[config.mk]
export PLATFORM = sky130hd
export DESIGN_NAME = cscan_disk_request_scheduler_unit
export DESIGN_NICKNAME = d
export VERILOG_FILES = /design/src/rtl/cscan_pkg.sv /design/src/rtl/cscan_cell.sv /design/src/rtl/cscan_chain.sv /design/src/rtl/cscan_disk_request_scheduler_unit.sv
export SDC_FILE = /design/constraint.sdc
export NUM_CORES = 2
export LEC_CHECK = 0
export ABC_AREA = 1
export BUFFER_PORTS_ARGS = -buffer_cell sky130_fd_sc_hd__buf_4
export CORE_MARGIN = 3
export CORE_UTILIZATION = 66
export CTS_BUF_LIST = sky130_fd_sc_hd__clkbuf_4
export CTS_CLUSTER_SIZE = 8
export DETAILED_ROUTE_END_ITERATION = 12
export HOLD_SLACK_MARGIN = 0.15
export PLACE_DENSITY = 0.92
export SLEW_MARGIN = 5
export SYNTH_ARGS = -nofsm -noshare
export SYNTH_HDL_FRONTEND = slang
export SYNTH_SLANG_ARGS = --single-unit
[constraint.sdc]
create_clock -name i_clk -period 6.1 [get_ports i_clk]
set_input_delay 1.22 -clock i_clk [delete_from_list [all_inputs] [get_ports i_clk]]
set_output_delay 1.22 -clock i_clk [all_outputs]
set_load 0.005 [all_outputs]
[src/rtl/cscan_pkg.sv]
// Shared constants, word types and cell commands of the C-SCAN request scheduler.
package cscan_pkg;

    localparam int MAX_REQUESTS   = 32;
    localparam int TRACK_BITS     = 16;
    localparam int COUNT_BITS     = $clog2(MAX_REQUESTS + 1);
    localparam int IN_TRACK_BITS  = 16;
    localparam int HEAD_BITS      = 16;
    localparam int DISK_BITS      = 17;
    localparam int OUT_TRACK_BITS = 16;
    localparam int SEEK_BITS      = 18;
    localparam int CMP_BITS       = (TRACK_BITS > HEAD_BITS) ? TRACK_BITS : HEAD_BITS;
    localparam int SUM_BITS       = ((CMP_BITS > SEEK_BITS) ? CMP_BITS : SEEK_BITS) + 1;
    localparam int CFG_INDEX_BITS = 2;

    localparam logic [CFG_INDEX_BITS-1:0] CFG_HEAD_START  = CFG_INDEX_BITS'(0);
    localparam logic [CFG_INDEX_BITS-1:0] CFG_DISK_TRACKS = CFG_INDEX_BITS'(1);

    localparam logic [HEAD_BITS-1:0] HEAD_RESET = '0;
    localparam logic [DISK_BITS-1:0] DISK_RESET = DISK_BITS'(65536);
    localparam logic [DISK_BITS-1:0] LAST_LIMIT = (TRACK_BITS < OUT_TRACK_BITS) ?
                                                  DISK_BITS'((64'd1 << TRACK_BITS) - 64'd1) :
                                                  DISK_BITS'((64'd1 << OUT_TRACK_BITS) - 64'd1);
    localparam logic [SEEK_BITS-1:0] SEEK_MAX   = '1;

    typedef struct packed {
        logic [IN_TRACK_BITS-1:0] request_track;
        logic                     batch_end;
    } t_in_word;

    typedef struct packed {
        logic [OUT_TRACK_BITS-1:0] served_track;
        logic [SEEK_BITS-1:0]      seek_total;
        logic                      sequence_end;
    } t_out_word;

    typedef struct packed {
        logic                  valid;
        logic [TRACK_BITS-1:0] track;
    } t_entry;

    typedef enum logic [1:0] {
        CELL_HOLD,
        CELL_INSERT,
        CELL_SHIFT,
        CELL_CLEAR
    } t_cell_op;

    typedef struct packed {
        t_cell_op              op;
        logic [TRACK_BITS-1:0] key;
    } t_cell_cmd;

endpackage

[src/rtl/cscan_cell.sv]
// One sorting cell: holds a track, inserts in order, shifts toward the head of the row.
module cscan_cell (
    input  logic                 i_clk,
    input  logic                 i_rst_n,
    input  cscan_pkg::t_cell_cmd i_cmd,
    input  cscan_pkg::t_entry    i_prev,
    input  cscan_pkg::t_entry    i_next,
    output cscan_pkg::t_entry    o_entry
);
    import cscan_pkg::*;

    t_entry r_entry;
    t_entry n_entry;
    logic   w_keep;
    logic   w_take_prev;

    assign w_keep      = r_entry.valid && (r_entry.track <= i_cmd.key);
    assign w_take_prev = i_prev.valid && (i_prev.track > i_cmd.key);

    always_comb begin
        n_entry = r_entry;
        case (i_cmd.op)
            CELL_INSERT: begin
                if (w_keep) begin
                    n_entry = r_entry;
                end else if (w_take_prev) begin
                    n_entry = i_prev;
                end else begin
                    n_entry.valid = r_entry.valid | i_prev.valid;
                    n_entry.track = i_cmd.key;
                end
            end
            CELL_SHIFT: begin
                n_entry = i_next;
            end
            CELL_CLEAR: begin
                n_entry.valid = 1'b0;
            end
            default: begin
                n_entry = r_entry;
            end
        endcase
    end

    always_ff @(posedge i_clk) begin
        if (!i_rst_n) begin
            r_entry.valid <= 1'b0;
        end else begin
            r_entry.valid <= n_entry.valid;
        end
        r_entry.track <= n_entry.track;
    end

    assign o_entry = r_entry;

endmodule

[src/rtl/cscan_chain.sv]
// Row of sorting cells kept in ascending order, read and refilled at its ends.
module cscan_chain (
    input  logic                 i_clk,
    input  logic                 i_rst_n,
    input  cscan_pkg::t_cell_cmd i_cmd,
    input  cscan_pkg::t_entry    i_tail,
    output cscan_pkg::t_entry    o_head
);
    import cscan_pkg::*;

    t_entry w_entry [MAX_REQUESTS];
    t_entry w_prev  [MAX_REQUESTS];
    t_entry w_next  [MAX_REQUESTS];

    genvar g;
    generate
        for (g = 0; g < MAX_REQUESTS; g++) begin : g_cell
            if (g == 0) begin : g_first
                assign w_prev[g] = '{valid: 1'b1, track: '0};
            end else begin : g_inner
                assign w_prev[g] = w_entry[g-1];
            end
            if (g == MAX_REQUESTS - 1) begin : g_last
                assign w_next[g] = i_tail;
            end else begin : g_body
                assign w_next[g] = w_entry[g+1];
            end
            cscan_cell u_cell (
                .i_clk   (i_clk),
                .i_rst_n (i_rst_n),
                .i_cmd   (i_cmd),
                .i_prev  (w_prev[g]),
                .i_next  (w_next[g]),
                .o_entry (w_entry[g])
            );
        end
    endgenerate

    assign o_head = w_entry[0];

endmodule

[src/rtl/cscan_disk_request_scheduler_unit.sv]
// C-SCAN request scheduler top level: batch loading, sweep sequencing and output word.
//
// Requests load one per cycle into a 32-cell sorted row; each cell compares
// the new track against its own and takes its neighbor's track when it must
// make room. Requests beyond the 32nd of a batch are dropped, but a batch end
// on such a request still closes the batch. After the closing word the block
// rotates every request below the head position to the far end of the row,
// one per cycle, and drops requests at the head position. It then emits the
// upper sweep with the last track merged in, one word per cycle, switches
// sweeps, emits track 0, and emits the lower sweep, walking past emptied
// cells. Every output step waits while a previous word is still held unread;
// head_start and disk_tracks are sampled when the batch closes. A new batch
// is accepted once the last word of the previous one has been placed in the
// output register.
module cscan_disk_request_scheduler_unit (
    input  logic                                  i_clk,
    input  logic                                  i_rst_n,
    input  logic                                  i_in_valid,
    output logic                                  o_in_ready,
    input  cscan_pkg::t_in_word                   i_in_word,
    output logic                                  o_out_valid,
    input  logic                                  i_out_ready,
    output cscan_pkg::t_out_word                  o_out_word,
    input  logic                                  i_cfg_valid,
    output logic                                  o_cfg_ready,
    input  logic [cscan_pkg::CFG_INDEX_BITS-1:0]  i_cfg_index,
    input  logic [cscan_pkg::DISK_BITS-1:0]       i_cfg_data
);
    import cscan_pkg::*;

    typedef enum logic [4:0] {
        S_LOAD = 5'b00001,
        S_SKIP = 5'b00010,
        S_HI   = 5'b00100,
        S_ZERO = 5'b01000,
        S_LO   = 5'b10000
    } t_state;

    t_state                r_state,       n_state;
    logic [HEAD_BITS-1:0]  r_head;
    logic [DISK_BITS-1:0]  r_disk_tracks;
    logic [COUNT_BITS-1:0] r_count,       n_count;
    logic [COUNT_BITS-1:0] r_lo_cnt,      n_lo_cnt;
    logic [CMP_BITS-1:0]   r_base,        n_base;
    logic [TRACK_BITS-1:0] r_last,        n_last;
    logic                  r_last_pend,   n_last_pend;
    logic [CMP_BITS-1:0]   r_pos,         n_pos;
    logic [SEEK_BITS-1:0]  r_total,       n_total;
    logic                  r_out_valid,   n_out_valid;
    t_out_word             r_out,         n_out;

    t_cell_cmd             w_cmd;
    t_entry                w_tail;
    t_entry                w_head;
    logic                  w_in_acc;
    logic                  w_store;
    logic                  w_close;
    logic                  w_can_emit;
    logic                  w_head_le;
    logic                  w_head_lt;
    logic                  w_take_head;
    logic [CMP_BITS-1:0]   w_head_cmp;
    logic [CMP_BITS-1:0]   w_cand;
    logic [CMP_BITS-1:0]   w_dist;
    logic [CMP_BITS-1:0]   w_step;
    logic [SUM_BITS-1:0]   w_sum;
    logic [SEEK_BITS-1:0]  w_total_next;
    logic [DISK_BITS-1:0]  w_dtm1;
    logic [DISK_BITS-1:0]  w_last;

    cscan_chain u_chain (
        .i_clk   (i_clk),
        .i_rst_n (i_rst_n),
        .i_cmd   (w_cmd),
        .i_tail  (w_tail),
        .o_head  (w_head)
    );

    assign o_in_ready  = (r_state == S_LOAD);
    assign o_cfg_ready = 1'b1;
    assign w_in_acc    = i_in_valid && o_in_ready;
    assign w_store     = w_in_acc && (r_count < COUNT_BITS'(MAX_REQUESTS));
    assign w_close     = w_in_acc && i_in_word.batch_end;
    assign w_can_emit  = !r_out_valid || i_out_ready;

    assign w_head_cmp  = CMP_BITS'(w_head.track);
    assign w_head_le   = w_head.valid && (w_head_cmp <= r_base);
    assign w_head_lt   = w_head_cmp < r_base;
    assign w_take_head = (r_count != '0) && (!r_last_pend || (w_head.track < r_last));

    assign w_dtm1 = (r_disk_tracks == '0) ? '0 : (r_disk_tracks - DISK_BITS'(1));
    assign w_last = (w_dtm1 > LAST_LIMIT) ? LAST_LIMIT : w_dtm1;

    assign w_cand = ((r_state == S_HI) && !w_take_head) ? CMP_BITS'(r_last) : w_head_cmp;
    assign w_dist = (w_cand >= r_pos) ? (w_cand - r_pos) : (r_pos - w_cand);
    assign w_step = (r_state == S_ZERO) ? CMP_BITS'(r_last) : w_dist;
    assign w_sum  = SUM_BITS'(r_total) + SUM_BITS'(w_step);
    assign w_total_next = (w_sum > SUM_BITS'(SEEK_MAX)) ? SEEK_MAX : SEEK_BITS'(w_sum);

    assign w_tail = '{valid: (r_state == S_SKIP) && w_head_lt, track: w_head.track};

    always_comb begin
        n_state     = r_state;
        n_count     = r_count;
        n_lo_cnt    = r_lo_cnt;
        n_base      = r_base;
        n_last      = r_last;
        n_last_pend = r_last_pend;
        n_pos       = r_pos;
        n_total     = r_total;
        n_out_valid = r_out_valid && !i_out_ready;
        n_out       = r_out;
        w_cmd.op    = CELL_HOLD;
        w_cmd.key   = TRACK_BITS'(i_in_word.request_track);
        case (r_state)
            S_LOAD: begin
                if (w_store) begin
                    w_cmd.op = CELL_INSERT;
                    n_count  = r_count + COUNT_BITS'(1);
                end
                if (w_close) begin
                    n_base      = CMP_BITS'(r_head);
                    n_last      = TRACK_BITS'(w_last);
                    n_last_pend = 1'b1;
                    n_lo_cnt    = '0;
                    n_pos       = CMP_BITS'(r_head);
                    n_total     = '0;
                    n_state     = S_SKIP;
                end
            end
            S_SKIP: begin
                if ((r_count != '0) && w_head_le) begin
                    w_cmd.op = CELL_SHIFT;
                    n_count  = r_count - COUNT_BITS'(1);
                    if (w_head_lt) begin
                        n_lo_cnt = r_lo_cnt + COUNT_BITS'(1);
                    end
                end else begin
                    n_state = S_HI;
                end
            end
            S_HI: begin
                if (w_take_head || r_last_pend) begin
                    if (w_can_emit) begin
                        n_out_valid        = 1'b1;
                        n_out.served_track = OUT_TRACK_BITS'(w_cand);
                        n_out.seek_total   = w_total_next;
                        n_out.sequence_end = 1'b0;
                        n_total            = w_total_next;
                        n_pos              = w_cand;
                        if (w_take_head) begin
                            w_cmd.op = CELL_SHIFT;
                            n_count  = r_count - COUNT_BITS'(1);
                        end else begin
                            n_last_pend = 1'b0;
                        end
                    end
                end else begin
                    n_state = S_ZERO;
                end
            end
            S_ZERO: begin
                if (w_can_emit) begin
                    n_out_valid        = 1'b1;
                    n_out.served_track = '0;
                    n_out.seek_total   = w_total_next;
                    n_out.sequence_end = (r_lo_cnt == '0);
                    n_total            = w_total_next;
                    n_pos              = '0;
                    n_state            = (r_lo_cnt == '0) ? S_LOAD : S_LO;
                end
            end
            S_LO: begin
                if (!w_head.valid) begin
                    w_cmd.op = CELL_SHIFT;
                end else if (w_can_emit) begin
                    w_cmd.op           = CELL_SHIFT;
                    n_out_valid        = 1'b1;
                    n_out.served_track = OUT_TRACK_BITS'(w_cand);
                    n_out.seek_total   = w_total_next;
                    n_out.sequence_end = (r_lo_cnt == COUNT_BITS'(1));
                    n_total            = w_total_next;
                    n_pos              = w_cand;
                    n_lo_cnt           = r_lo_cnt - COUNT_BITS'(1);
                    if (r_lo_cnt == COUNT_BITS'(1)) begin
                        n_state = S_LOAD;
                    end
                end
            end
            default: begin
                w_cmd.op = CELL_CLEAR;
                n_count  = '0;
                n_state  = S_LOAD;
            end
        endcase
    end

    always_ff @(posedge i_clk) begin
        if (!i_rst_n) begin
            r_state       <= S_LOAD;
            r_head        <= HEAD_RESET;
            r_disk_tracks <= DISK_RESET;
            r_count       <= '0;
            r_lo_cnt      <= '0;
            r_last_pend   <= 1'b0;
            r_out_valid   <= 1'b0;
        end else begin
            r_state     <= n_state;
            r_count     <= n_count;
            r_lo_cnt    <= n_lo_cnt;
            r_last_pend <= n_last_pend;
            r_out_valid <= n_out_valid;
            if (i_cfg_valid && o_cfg_ready) begin
                if (i_cfg_index == CFG_HEAD_START) begin
                    r_head <= HEAD_BITS'(i_cfg_data);
                end else if (i_cfg_index == CFG_DISK_TRACKS) begin
                    r_disk_tracks <= i_cfg_data;
                end
            end
        end
        r_base  <= n_base;
        r_last  <= n_last;
        r_pos   <= n_pos;
        r_total <= n_total;
        r_out   <= n_out;
    end

    assign o_out_valid = r_out_valid;
    assign o_out_word  = r_out;

`ifndef NO_ASSERTIONS
    a_close_starts_sweep: assert property (@(posedge i_clk) disable iff (!i_rst_n)
        w_close |=> (r_state == S_SKIP) && r_last_pend)
        else $error("batch close did not start the sweep");
    a_zero_after_upper: assert property (@(posedge i_clk) disable iff (!i_rst_n)
        (r_state == S_ZERO) |-> (!r_last_pend && (r_count == '0)))
        else $error("track 0 reached with upper sweep unfinished");
    a_lower_has_work: assert property (@(posedge i_clk) disable iff (!i_rst_n)
        (r_state == S_LO) |-> (r_lo_cnt != '0))
        else $error("lower sweep entered with nothing to serve");
    a_end_returns_load: assert property (@(posedge i_clk) disable iff (!i_rst_n)
        $rose(r_out_valid && r_out.sequence_end) |-> (r_state == S_LOAD))
        else $error("final word issued while sweep still active");
`endif

endmodule

# Word-level counts from Yosys, hierarchy flattened
# Cells that the tools add are included.
# W data, S select, Z words.
[word_totals]
register_bits = 697
input_bits = 41
out_inout_bits = 38
wordCells = 598
[classes]
n_addsub = 8
magnitude_cmp = 71
n_eq_ne = 56
muxes = 188
n_bitwise = 33
n_reduce_logical = 164
[ops]
columns = ["operator", "n"]
rows = [
  ["$mux W17", 64],
  ["$pmux W16 S2", 32],
  ["$le A16 B16 Y1", 33],
  ["$gt A16 B16 Y1", 31],
  ["$mux W35", 5],
  ["$mux W16", 9],
  ["$reduce_and A2 Y1", 66],
  ["$pmux W35 S3", 1],
  ["$pmux W1 S3", 33],
  ["$mux W18", 5],
  ["$ne A2 B2 Y1 const B", 41],
  ["$logic_and A1 B1 Y1", 72],
  ["$pmux W18 S4", 1],
  ["$pmux W16 S4", 1],
  ["$mux W6", 10],
  ["$mux W5", 8],
  ["$lt A16 B16 Y1", 2],
  ["$sub A16 B16 Y16", 2],
  ["$or A1 B1 Y1", 31],
  ["$pmux W5 S5", 1],
  ["$pmux W6 S4", 1],
  ["$add A18 B16 Y19", 1],
  ["$gt A19 B18 Y1 const B", 1],
  ["$pmux W6 S3", 1],
  ["36 further kinds", 68],
]

# Depth between registers and ports, before layout
[logic_depth]
depth_word = 15
depth_mapped = 46
mapped_depth_nobuf = 44

# By module
# A second synthesis with hierarchy kept.
[hier_totals]
hier_cells = 9398
area_unflattened_um2 = 69814.5
[by_module_without_submodules]
columns = ["module", "n_inst", "cells_per_inst", "area_each_um2", "seq_area_each_um2"]
rows = [
  ["cscan_cell at u_chain.g_cell[10].u_cell ...", 30, 249, 1839.3, 500.5],
  ["cscan_disk_request_scheduler_unit", 1, 1414, 10729.0, 4073.9],
  ["cscan_cell at u_chain.g_cell[0].u_cell", 1, 264, 2062.0, 500.5],
  ["cscan_cell at u_chain.g_cell[27].u_cell", 1, 248, 1838.0, 500.5],
  ["cscan_chain", 1, 2, 7.5, 0.0],
]

# Worst setup path before layout
# No wires, ideal clock.
[synth_timing]
kind = "input port to flip-flop"
from = "in i_out_ready"
to = "reg r_out, in the netlist o_out_word[0], enable pin"
setup_time_ns = 0.515
arrival_time_ns = 4.939
t_required_ns = 5.585
slack_ns = 0.646
path_stages = 3
path_buffers = 1
path_cell_list = "nor2_1 clkbuf_1 nor4_1"
[synth_via]
elab_chain_cells = 3
elab_cells_between_ends = 5
cone_classes = "3 x eq/ne; 2 x reduce/logical"
[synth_lines]
columns = ["item", "line", "rtl"]
rows = [
  ["start: declaration", "cscan_disk_request_scheduler_unit.sv:22", "input logic i_out_ready,"],
  ["$logic_or A1 B1 Y1 *", "cscan_disk_request_scheduler_unit.sv:84", "assign w_can_emit = !r_out_valid || i_out_ready;"],
  ["$ne A2 B2 Y1 (no source line)", "n/a", ""],
  ["$reduce_and A6 Y1 (no source line) *", "n/a", ""],
  ["end signal: assignment", "cscan_disk_request_scheduler_unit.sv:225", "r_out <= n_out;"],
  ["end: declaration", "cscan_disk_request_scheduler_unit.sv:50", "t_out_word r_out, n_out;"],
]
# Mark *: on every way between the ends. The rest lies on a longest branch, timed or not.
# A chain may end at the register's enable or synchronous reset.

# Worst setup path after layout
[layout_timing]
from = "reg r_last[5]"
to = "reg r_total[17], data pin"
[layout_via]
elab_chain_cells = 15
elab_cells_between_ends = 18
cone_classes = "3 x add/sub; 3 x order compare; 8 x mux; 4 x reduce/logical"
[layout_lines]
columns = ["item", "line", "rtl"]
rows = [
  ["start: declaration", "cscan_disk_request_scheduler_unit.sv:45", "logic [TRACK_BITS-1:0] r_last, n_last;"],
  ["start signal: assignment", "cscan_disk_request_scheduler_unit.sv:222", "r_last <= n_last;"],
  ["$lt A16 B16 Y1", "cscan_disk_request_scheduler_unit.sv:89", "assign w_take_head = (r_count != '0) && (!r_last_pend || (w_head.track < r_last));"],
  ["$logic_or A1 B1 Y1", "cscan_disk_request_scheduler_unit.sv:89", ""],
  ["$logic_and A1 B1 Y1", "cscan_disk_request_scheduler_unit.sv:89", ""],
  ["$logic_not A1 Y1", "cscan_disk_request_scheduler_unit.sv:94", "assign w_cand = ((r_state == S_HI) && !w_take_head) ? CMP_BITS'(r_last) : w_head_cmp;"],
  ["$logic_and A1 B1 Y1", "cscan_disk_request_scheduler_unit.sv:94", ""],
  ["$mux W16", "cscan_disk_request_scheduler_unit.sv:94", ""],
  ["$sub A16 B16 Y16 / $ge A16 B16 Y1 (equally long branches)", "cscan_disk_request_scheduler_unit.sv:95", "assign w_dist = (w_cand >= r_pos) ? (w_cand - r_pos) : (r_pos - w_cand);"],
  ["$mux W16", "cscan_disk_request_scheduler_unit.sv:95", ""],
  ["$mux W16 *", "cscan_disk_request_scheduler_unit.sv:96", "assign w_step = (r_state == S_ZERO) ? CMP_BITS'(r_last) : w_dist;"],
  ["$add A18 B16 Y19 *", "cscan_disk_request_scheduler_unit.sv:97", "assign w_sum = SUM_BITS'(r_total) + SUM_BITS'(w_step);"],
  ["$gt A19 B18 Y1", "cscan_disk_request_scheduler_unit.sv:98", "assign w_total_next = (w_sum > SUM_BITS'(SEEK_MAX)) ? SEEK_MAX : SEEK_BITS'(w_sum);"],
  ["$mux W18 *", "cscan_disk_request_scheduler_unit.sv:98", ""],
  ["$mux W18 *", "cscan_disk_request_scheduler_unit.sv:144, cscan_disk_request_scheduler_unit.sv:163, cscan_disk_request_scheduler_unit.sv:176", ""],
  ["$mux W18, on equally long branches", "cscan_disk_request_scheduler_unit.sv:174, cscan_disk_request_scheduler_unit.sv:143", ""],
  ["$pmux W18 S4 *", "cscan_disk_request_scheduler_unit.sv:115", "case (r_state)"],
  ["end signal: assignment", "cscan_disk_request_scheduler_unit.sv:224", "r_total <= n_total;"],
  ["end: declaration", "cscan_disk_request_scheduler_unit.sv:48", "logic [SEEK_BITS-1:0] r_total, n_total;"],
]
# Mark *: on every way between the ends. The rest lies on a longest branch, timed or not. The select of a mux whose other input is x is not followed.

==> run_results.csv <==
group,metric,value,unit
floorplan,num_io_pins,79,
routing,postRouteWirelength,160000,microns
synthesis,synth_top_cell_by_area,"edfxtp_1",
final_layout,layout.cells.most_common,"nand2_1",
sta,max_slew_margin,0.156,
cts,clock_latency_at_the_later_pin_of_the_worst_skew_pair,1.13,ns
floorplan,die_x,284,microns
floorplan,die_area,80900,sq um
synthesis,yosysWarningCount,0,
global_route,grt_max_degree,212,
synthesis,yosys_register_bits,697,
synthesis,seq_area_frac_synth,0.393,
sta,finalSetupTns,0,ns
cts,ctsHtreeMaxLevel,4,
synthesis,netlist_area,51100,sq um
synthesis,number_of_enable_type_register_cells_in_the_synthesized_netlist,613,
critical_path,timing.critical_path.slowest_cell_delay,0.40,ns
min_path,timing.hold.worst.class,"in -> reg",
critical_path,cpMostUsedCell,"nand2_1",
sta,hold_violations,0,
sta,fin_worst_skew,0.0998,ns
critical_path,timing.critical_path.arrival,6.63,ns
placement,placement.cell_area,53100,sq um
synthesis,area_share_of_the_leading_cell_type_in_the_synthesized_netlist,0.360,
routing,drc,0,
final_layout,nNetsFinal,7555,
critical_path,critPathMaxFanout,8,
power,vdd_ir_drop_max,369,uV
sta,finalSetupViolCount,0,
cts,cts_hold_buf,0,
routing,avgViaCountPerCell,6.18,
floorplan,die_h,284,microns
placement,gp_congestion,0.974,
sta,max_clock_freq,172,MHz
global_route,antenna_found_initial,4,
placement,io_buffer_count,77,
final_layout,fin_area,55800,sq um
floorplan,floorplan.rows,101,
routing,drt_iter0_markers,7020,
global_route,globalRouteOverflowTotal,0,
final_layout,post_route_cells_drive_above_1_share,0.0936,
cts,clock_sinks,697,
synthesis,synth_cell_types,47,
synthesis,synth-main-ff-cell,"edfxtp_1",
global_route,grt_use_total,0.386,
critical_path,worst-endpoint-required,6.91,ns
cts,tritoncts,"done",
cts,max-clock-path-buffers,3,
sta,drv_slew,0,
routing,drt_first_pass_iters,9,
critical_path,critPathKind,"reg -> reg",
routing,routed-via-count,50000,
placement,placed_instances,7745,
routing,route.antenna.remaining_nets,0,
cts,cts_made_buffers,189,
final_layout,layout-area-overhead-vs-synth,9.11,%
synthesis,biggest_area_contributors_in_the_synthesized_netlist,"edfxtp_1 (36%), nand2_1 (20%), ha_1 (15%), o21ai_0 (7.2%), a21oi_1 (3.3%)",
flow_run,drv.max_cap_violation_count,0,
critical_path,critical-path-slowest-cell,"edfxtp_1",
synthesis,postSynthAreaPerCell,7.54,sq um
sta,period_minus_slack,5.81,ns
global_route,vias_in_the_first_global_route,47800,
sta,worst_slew_pin_slew,1.26,ns
sta,holdWs,0.362,ns
placement,dp.final_hpwl,113000,microns
final_layout,mostFrequentLayoutCells,"nand2_1 (2782), o21ai_0 (726), edfxtp_1 (613), ha_1 (593), inv_1 (409)",
run_status,outcome,"finished clean",
synthesis,post_synth_inst_count,6779,
sta,final_min_period_over_clock_period,0.953,
power,cellPowerDensity,560,nW/um^2
global_route,grt_first_pass_wirelength,250000,microns
floorplan,core_box_area,76300,sq um
routing,route.detailed.wl_per_inst,19.8,microns
critical_path,timing.critical_path.from_type,"register",
final_layout,finish.cell_count_without_fillers,8100,
cts,cts-root-buf,"clkbuf_4",
synthesis,postSynthNetCount,7422,
floorplan,start_util,0.670,
critical_path,setup.worst_path.end_class,"register",
cts,worst_setup_hold_path_clk_slew,0.07,ns
power,leakagePower,26.1,nW
synthesis,synthArstFlopShare,0,
per-stage QoR:
| stage | setup WS (ns) | total power, W | utilization |
|---|---|---|---|
| global placement | 0.282 | 0.0252 | 0.696 |
| floorplan | 0.646 | 0.0206 | - |
| CTS | 0.124 | 0.0304 | 0.728 |
| global route | -0.0422 | 0.0334 | 0.731 |
| finish | 0.287 | 0.0313 | 0.731 |
| detailed placement | 0.0809 | 0.0259 | 0.696 |
layout make-up:
type / instances / area [sq um]
Fill cell: 5791 / 20500
Antenna cell: 5 / 12.5
Inverter: 441 / 1670
Multi-Input combinational cell: 5313 / 28100
Clock inverter: 63 / 363
Clock buffer: 281 / 2110
Sequential cell: 697 / 20100
Timing Repair Buffer: 269 / 2140
Tap cell: 1030 / 1290
Timing Repair inverter: 1 / 5.00
flip-flops by register name, summed over array words and instances (netlist names):
register,count
o_out_valid,1
o_out_word,35
r_base,16
r_count,6
r_disk_tracks,17
r_head,16
r_last,16
r_last_pend,1
r_lo_cnt,6
r_pos,16
r_state,5
r_total,18
u_chain.g_cell.u_cell.o_entry,544
per-layer routing:
metal,track usage,wire length [microns]
met1,0.489,58800
met2,0.608,71300
met3,0.0821,19400
met4,0.233,10900
met5,0,27
logic make-up after synthesis:
logic type	count (synthesis)	synth area share
buffers and inverters	769	0.0611
DFF	697	0.393
adders and majority gates	602	0.148
AOI/OAI and AO/OA	1247	0.128
xor gates and xnor gates	58	0.00993
and+or+nand+nor	3405	0.260
other	1	0.0000733
critical path, delay by kind of cell, from the launching register on:
kind	cells	cell delay (ns)
AOI/OAI and AO/OA	7	1.35
xor gates and xnor gates	1	0.23
adders and majority gates	4	1.26
buffers and inverters	6	0.68
DFF	1	0.40
and+or+nand+nor	17	1.63
power breakdown:
group          switching (W)  total [W]  internal, W
clock network        0.00217    0.00441      0.00224
logic                 0.0104     0.0159      0.00546
registers            0.00224     0.0110      0.00875
synth_stat cells, types with 12 or more instances:
cell type / count
buf_2: 128
xor2_1: 46
xnor2_1: 12
inv_2: 16
nand3_1: 166
nand2_1: 2786
o21ai_1: 39
o21a_1: 34
nor4_1: 25
a31oi_1: 32
nor2_1: 335
edfxtp_1: 613
clkbuf_1: 170
dfxtp_1: 84
ha_1: 598
o21bai_1: 40
o21ai_0: 739
a21oi_1: 341
inv_1: 424
nand4_1: 49
nor3_1: 21
buf_4: 12
worst paths after layout:
check | slack (ns) | cells past startpoint | endpoint | start
max | 0.29 | 35 | r_total[17] | r_last[5]
min | 0.36 | 3 | r_disk_tracks[16] | i_cfg_data[16]
max reg2reg | 0.29 | 35 | r_total[17] | r_last[5]
min reg2reg | 0.50 | 2 | r_count[3] | r_count[3]
repair_timing:
item,CTS,global route
endpoints found under the setup margin,0,36
buffers inserted,0,5
gates resized for setup,0,50
Note: power is estimated with default switching activity, not from simulation.
